$ cat src/raster_drainage_path_tracer_assert.svh
// Assertion macros shared by the drainage tracer modules
`ifndef RASTER_DRAINAGE_PATH_TRACER_ASSERT_SVH
`define RASTER_DRAINAGE_PATH_TRACER_ASSERT_SVH
// Implication checked every clock, quiet during reset
`define RDPT_ASSERT_IMP(label, clk, rst, lhs, rhs) \
   label: assert property (@(posedge clk) disable iff (rst) (lhs) |-> (rhs)) \
      else $error("rdpt assertion failed");
// Next-cycle implication checked every clock, quiet during reset
`define RDPT_ASSERT_NEXT(label, clk, rst, lhs, rhs) \
   label: assert property (@(posedge clk) disable iff (rst) (lhs) |=> (rhs)) \
      else $error("rdpt assertion failed");
`endif

$ cat src/rdpt_pkg.sv
`timescale 1ns / 1ps
// ---------------------------------------------------------------------------
// rdpt_pkg
// Shared types, sizes and codes of the drainage path tracer.
// ---------------------------------------------------------------------------
package rdpt_pkg;
   localparam int MaxRows   = 256;
   localparam int MaxCols   = 256;
   localparam int RowW      = $clog2(MaxRows);
   localparam int ColW      = $clog2(MaxCols);
   localparam int AddrW     = RowW + ColW;
   localparam int Cells     = MaxRows * MaxCols;
   localparam int DepthW    = AddrW + 1;
   localparam int CfgW      = 9;
   localparam int CountW    = 17;
   localparam int ElevW     = 32;

   typedef enum logic [1:0] {
      CMD_LOAD  = 2'd0,
      CMD_TRACE = 2'd1,
      CMD_READ  = 2'd2,
      CMD_CLEAR = 2'd3
   } cmd_type;

   localparam logic CFG_ROWS = 1'b0;
   localparam logic CFG_COLS = 1'b1;

   typedef enum logic [3:0] {
      ST_CLEARING,
      ST_IDLE,
      ST_START,
      ST_POP,
      ST_CENTER,
      ST_SCAN,
      ST_FOLLOW,
      ST_CHECK,
      ST_READ,
      ST_WIPE,
      ST_RESULT
   } state_type;

   // controller to datapath
   typedef struct packed {
      logic take_item;   // latch request fields
      logic clear_step;  // clear one mark bit (clearing sweep)
      logic clear_start; // restart the clearing sweep
      logic start_trace; // reset counters, try to mark start
      logic pop;         // pop stack top into current cell
      logic load_center; // capture center elevation
      logic scan_reset;  // restart neighbour walk
      logic scan_step;   // issue read of next neighbour / consume data
      logic follow;      // pass 1 (follow lowest)
      logic do_write;    // load elevation
      logic read_issue;  // read cell for read command
      logic out_load;    // load result register
   } ctrl_type;

   // datapath to controller
   typedef struct packed {
      logic clear_done;
      logic outside;
      logic start_marked;
      logic stack_empty;
      logic scan_last;   // all eight neighbours processed
      logic found;
      logic out_busy;
      cmd_type cmd;
   } stat_type;
endpackage

$ cat src/rdpt_ctrl.sv
`timescale 1ns / 1ps
// ---------------------------------------------------------------------------
// rdpt_ctrl
// Sequencer of the tracer: command dispatch and the walk loop.
// ---------------------------------------------------------------------------
`include "raster_drainage_path_tracer_assert.svh"
module rdpt_ctrl (
   input  logic                clock,
   input  logic                reset,
   input  logic                req_tvalid,
   output logic                req_tready,
   input  rdpt_pkg::stat_type  stat,
   output rdpt_pkg::ctrl_type  ctrl
);
   rdpt_pkg::state_type state_ff, state_in;

   // state register
   always_ff @(posedge clock) begin
      if (reset) begin
         state_ff <= rdpt_pkg::ST_CLEARING;
      end else begin
         state_ff <= state_in;
      end
   end

   // next state and commands
   always_comb begin
      state_in   = state_ff;
      ctrl       = '0;
      req_tready = 1'b0;
      unique case (state_ff)
         rdpt_pkg::ST_CLEARING: begin
            ctrl.clear_step = 1'b1;
            if (stat.clear_done) begin
               state_in = rdpt_pkg::ST_IDLE;
            end
         end
         rdpt_pkg::ST_IDLE: begin
            req_tready = 1'b1;
            if (req_tvalid) begin
               ctrl.take_item = 1'b1;
               state_in       = rdpt_pkg::ST_CHECK;
            end
         end
         rdpt_pkg::ST_CHECK: begin
            priority if (stat.cmd == rdpt_pkg::CMD_CLEAR) begin
               ctrl.clear_start = 1'b1;
               state_in         = rdpt_pkg::ST_WIPE;
            end else if (stat.outside || stat.cmd == rdpt_pkg::CMD_LOAD) begin
               ctrl.do_write = !stat.outside;
               state_in      = rdpt_pkg::ST_RESULT;
            end else if (stat.cmd == rdpt_pkg::CMD_READ) begin
               ctrl.read_issue = 1'b1;
               state_in        = rdpt_pkg::ST_READ;
            end else begin
               ctrl.read_issue = 1'b1;
               state_in        = rdpt_pkg::ST_START;
            end
         end
         rdpt_pkg::ST_WIPE: begin
            ctrl.clear_step = 1'b1;
            if (stat.clear_done) begin
               state_in = rdpt_pkg::ST_RESULT;
            end
         end
         rdpt_pkg::ST_READ: begin
            ctrl.read_issue = 1'b1;
            state_in        = rdpt_pkg::ST_RESULT;
         end
         rdpt_pkg::ST_START: begin
            ctrl.start_trace = 1'b1;
            state_in = stat.start_marked ? rdpt_pkg::ST_RESULT : rdpt_pkg::ST_POP;
         end
         rdpt_pkg::ST_POP: begin
            if (stat.stack_empty) begin
               state_in = rdpt_pkg::ST_RESULT;
            end else begin
               ctrl.pop = 1'b1;
               state_in = rdpt_pkg::ST_CENTER;
            end
         end
         rdpt_pkg::ST_CENTER: begin
            ctrl.load_center = 1'b1;
            ctrl.scan_reset  = 1'b1;
            state_in         = rdpt_pkg::ST_SCAN;
         end
         rdpt_pkg::ST_SCAN: begin
            ctrl.scan_step = 1'b1;
            if (stat.scan_last) begin
               ctrl.scan_reset = 1'b1;
               state_in = stat.found ? rdpt_pkg::ST_FOLLOW : rdpt_pkg::ST_POP;
            end
         end
         rdpt_pkg::ST_FOLLOW: begin
            ctrl.scan_step = 1'b1;
            ctrl.follow    = 1'b1;
            if (stat.scan_last) begin
               state_in = rdpt_pkg::ST_POP;
            end
         end
         rdpt_pkg::ST_RESULT: begin
            // keep the read cell on the read port while the result waits
            ctrl.read_issue = 1'b1;
            if (!stat.out_busy) begin
               ctrl.out_load = 1'b1;
               state_in      = rdpt_pkg::ST_IDLE;
            end
         end
         default: begin
            state_in = rdpt_pkg::ST_IDLE;
         end
      endcase
   end

   `RDPT_ASSERT_IMP(a_ready_idle, clock, reset, req_tready, state_ff == rdpt_pkg::ST_IDLE)
   `RDPT_ASSERT_NEXT(a_take_check, clock, reset, ctrl.take_item, state_ff == rdpt_pkg::ST_CHECK)
   `RDPT_ASSERT_IMP(a_one_out, clock, reset, ctrl.out_load, !stat.out_busy)
endmodule

$ cat config.mk
export PLATFORM = sky130hd
export DESIGN_NAME = rdpt_ctrl
export DESIGN_NICKNAME = d
export VERILOG_FILES = /design/src/rdpt_pkg.sv /design/src/rdpt_ctrl.sv
export VERILOG_INCLUDE_DIRS = /design/src /design/src/src
export SDC_FILE = /design/constraint.sdc
export NUM_CORES = 1
export LEC_CHECK = 0
export ABC_CLOCK_PERIOD_IN_PS = 2930
export BUFFER_PORTS_ARGS = -buffer_cell sky130_fd_sc_hd__buf_2
export CAP_MARGIN = 5
export CORE_MARGIN = 2
export CORE_UTILIZATION = 24
export DETAILED_ROUTE_END_ITERATION = 7
export MAX_ROUTING_LAYER = met4
export PLACE_DENSITY_LB_ADDON = 0.3
export REMOVE_ABC_BUFFERS = 1
export SYNTH_ARGS = -nofsm -noshare
export SYNTH_HDL_FRONTEND = slang
export SYNTH_SLANG_ARGS = --single-unit
$ cat constraint.sdc
create_clock -name clock -period 2.93 [get_ports clock]
set_clock_uncertainty 0.1 [all_clocks]
set_input_delay 0.586 -clock clock [delete_from_list [all_inputs] [get_ports clock]]
set_output_delay 0.586 -clock clock [all_outputs]
set_load 0.02 [all_outputs]
# Yosys cells after proc, flatten, opt, wreduce, memory -nomap -nowiden
# Index checks and enable logic that the tools add are counted.
# op_classes
muxes,34
eq_ne,18
n_reduce_logical,8
# op_table
op,n
$mux W4,11
$pmux W4 S11,1
$mux W1,18
$eq A4 B3 Y1 const B,4
$eq A4 B4 Y1 const B,3
$ne A2 B2 Y1 const B,6
$eq A4 B2 Y1 const B,2
$reduce_and A6 Y1,1
$reduce_or A2 Y1,3
$eq A2 B2 Y1 const B,2
$eq A4 B1 Y1 const B,1
$logic_not A4 Y1,1
$pmux W1 S2,2
$mux W3,1
$logic_not A2 Y1,1
$mux W2,1
$logic_not A1 Y1,1
$logic_or A1 B1 Y1,1
# totals
register_bits,4

# Depth between registers and ports, before layout
# logic_depth
ltp_word,5
depth_mapped,6
mapped_depth_nobuf,4

# Least setup slack after synthesis
# Ideal clock, no wire load.
# synth_timing
path_kind,reg-to-output
startpoint,register state_ff[2]
endpoint,output port ctrl[5] (netlist name)
arrival_time_ps,1499
setup_slack_ps,745
path_stages_with_launch,4
path_buffers,2
path_cell_list,dfxtp_1 buf_6 clkbuf_1 nor4b_1
# synth_lines
element,line_no,source
from (decl),rdpt_ctrl.sv:15,"rdpt_pkg::state_type state_ff, state_in;"
from (signal assigned),rdpt_ctrl.sv:20,state_ff <= rdpt_pkg::ST_CLEARING;
from (signal assigned),rdpt_ctrl.sv:22,state_ff <= state_in;
to (decl),rdpt_ctrl.sv:13,output rdpt_pkg::ctrl_type ctrl

==> metrics.md <==
| Metric | Value |
|---|---|
| Reg2Reg Depth | `5` |
| Library cells used by synthesis | `38` |
| Drt total wl | `1546 um` |
| Setup_tns | `0 ns` |
| Layout cells sized above 1 | `38.14%` |
| Period Utilization, post-route | `86.66%` |
| Worst hold stages | `2` |
| CTS tree | `done` |
| Post-synth EDFFs | `0` |
| Final Hold Fails | `0` |
| Sequential cell fraction of total power | `21.4%` |
| FILL cells | `280` |
| Worst-Margin Slew | `0.6633 ns` |
| Net Sw Frac | `50.69%` |
| RSZ-0062 raised after global routing | `no` |
| Max reg flops | `4` |
| Min Tclk post-route | `2.539 ns` |
| Comb power frac | `69.2%` |
| Seq/Total Area, Yosys | `13.01%` |
| Initial antenna violation count | `0` |
| Wire per inst | `12.17 um` |
| Arr. time, crit path | `1.85 ns` |
| Switching pwr | `0.0003627 W` |
| Critical path endpoint category | `output port` |
| Status | `finished clean` |
| Vias in the first global route | `566` |
| Ys flop type | `dfxtp_1` |
| # hold bufs at CTS | `0` |
| Root buf cell | `clkbuf_4` |
| Area growth, synth to finish | `22.15%` |
| Post-placement cell area | `729.5 um^2` |
| Die Y-Extent | `54.65 um` |
| Max Cap Viol | `0` |
| WP data required | `2.24 ns` |
| CTS Buf Count | `3` |
| Final-report setup violation count | `0` |
| Clock latency on the worst-skew pair | `0.23 ns` |
| Drt drc | `0` |
| Min-Delay Path Class | `in -> reg` |
| First-pass GRT wire length | `2615 um` |
| Mean Syn Cell Area | `8.100 um^2` |
| Io pins | `25` |
| Total GRT Usage | `12.87%` |
| Fmax | `0.3938 GHz` |
| Post-CTS setup buffers | `0` |
| Synth Register Bits | `4` |
| Fin nets | `111` |
| Die Area | `2986 um^2` |
| Maximum VDD drop | `0.3820 mV` |
| CP Max Fanout | `19` |
| Gr ovfl total | `0` |
| # diodes | `0` |
| Post-route ant nets | `0` |
| WHS | `0.5026 ns` |
| Mapped Cells | `76` |
| H-Tree Level Count | `1` |
| Synth Cell Area | `615.6 um^2` |
| Cell Int Power | `0.0003528 W` |
| Final WS setup | `0.3908 ns` |
| Lkg Pwr | `0.3088 nW` |
| Fin area | `752.0 um^2` |
| Die width | `54.65 um` |
| Vias | `635` |
| Initial core utilization | `25.08%` |
| Async SR Flop Fraction | `0%` |
| Critical path type | `reg -> out` |
| TritonRoute pass-1 iters | `4` |
| Max Slew Vio Count | `0` |
| Top flop regs | `state_ff: 4 flops` |
| DP HPWL | `1152 um` |
| CTS sink count | `4` |
| Syn. warnings | `0` |
| Via density | `5.000` |
| Clk buf depth | `2` |
| Clock Pin Slew Worst Setup and Hold Paths | `0.04 ns` |
| Largest reg by FF count | `state_ff` |
| Rel. slew slack | `55.72%` |
| FP Rows | `18` |
| Final core occ | `30.63%` |
| Clock network power share | `9.4%` |
| Pre-CTS setup slack | `0.6445 ns` |
| Placer Congestion | `0.7572` |
| Cts repair resizes | `0` |
| CP Launch Type | `flop` |
| Port bufs | `24` |
| Largest net degree at the start of global routing | `21` |
| Pwr dens | `951.4 nW/um^2` |
| Core area | `2455 um^2` |
| Starting DRC count in detailed routing | `13` |
-- critical path: stages, from the launching register on --
cell,delay [ns]
dfxtp_1,0.74
nand4b_1,0.35
o32ai_1,0.33
buf_2,0.20
-- power by group through the flow --
stage	sequential, W	clock, W	combinational (W)
2_1_floorplan	0.000166	0	0.000342
3_3_place_gp	0.000152	0	0.000496
3_5_place_dp	0.000154	0	0.000499
4_1_cts	0.000153	0.0000705	0.000502
5_1_grt	0.000161	0.0000803	0.000549
6_report	0.000153	0.0000671	0.000495
-- cells by family (layout without fill, tap and decap cells) --
family	count (synthesis)	after routing	share of synthesized area (%)
AOI/OAI and AO/OA	16	16	24.80
xor gates and xnor gates	2	2	2.846
buffers and inverters	11	32	11.38
DFF	4	4	13.01
muxes	3	3	4.878
and+or+nand+nor	40	40	43.09
-- routing by layer --
metal / up-vias / track usage [%] / share of wire, % / wire (um)
met3: 0 / 3.552 / 5.8 / 89
met5: - / - / 0 / 0
li1: 326 / - / - / -
met2: 26 / 19.05 / 46 / 705
met1: 283 / 15.93 / 49 / 751
met4: 0 / 6.250 / 0 / 0
-- synthesized netlist by cell type, types with 3 or more instances --
| cell | instances | share of area [%] |
|---|---|---|
| buf_4 | 3 | 3.7 |
| dfxtp_1 | 4 | 13 |
| inv_1 | 3 | 1.8 |
| mux2i_1 | 3 | 4.9 |
| nand2_1 | 7 | 4.3 |
| nand2b_1 | 5 | 5.1 |
| nor2_1 | 4 | 2.4 |
| nor3_1 | 5 | 4.1 |
| nor4b_1 | 3 | 4.3 |
| o21ai_0 | 4 | 3.3 |
-- path summary, 6_finish.rpt --
| check | slack, ns | endpoint | start |
|---|---|---|---|
| worst max register to register | 1.08 | state_ff[1] | state_ff[1] |
| worst min-delay path | 0.50 | state_ff[2] | reset |
| worst min register to register | 0.63 | state_ff[3] | state_ff[3] |
| worst max-delay path | 0.39 | ctrl[1] | state_ff[0] |
-- metrics by stage --
| step | power [W] | std cells |
|---|---|---|
| final | 0.0007154 | 127 |
| after CTS | 0.0007256 | 127 |
| after global routing | 0.0007908 | 127 |
| after floorplan | 0.0005083 | 68 |
| after global placement | 0.0006482 | 124 |
| after detailed placement | 0.0006529 | 124 |
-- area by class of cell --
cell class	count	area, um^2	area share (%)
Timing Repair Buffer	26	135.1	17.97
Clock buffer	3	22.52	2.995
Multi-Input combinational cell	61	465.4	61.90
Inverter	3	11.26	1.498
Sequential cell	4	80.08	10.65
Tap cell	30	37.54	4.992
-- cell usage in the layout, fill, tap and decap left out, types with 3 or more instances in the layout --
cell type / Yosys / layout
nor2_1: 4 / 4
buf_2: 2 / 24
nand2_1: 7 / 7
nand2b_1: 5 / 5
nor3_1: 5 / 5
clkbuf_4: 0 / 3
o21ai_0: 4 / 4
dfxtp_1: 4 / 4
mux2i_1: 3 / 3
inv_1: 3 / 3
nor4b_1: 3 / 3
Power figures use the tool's default switching activity.
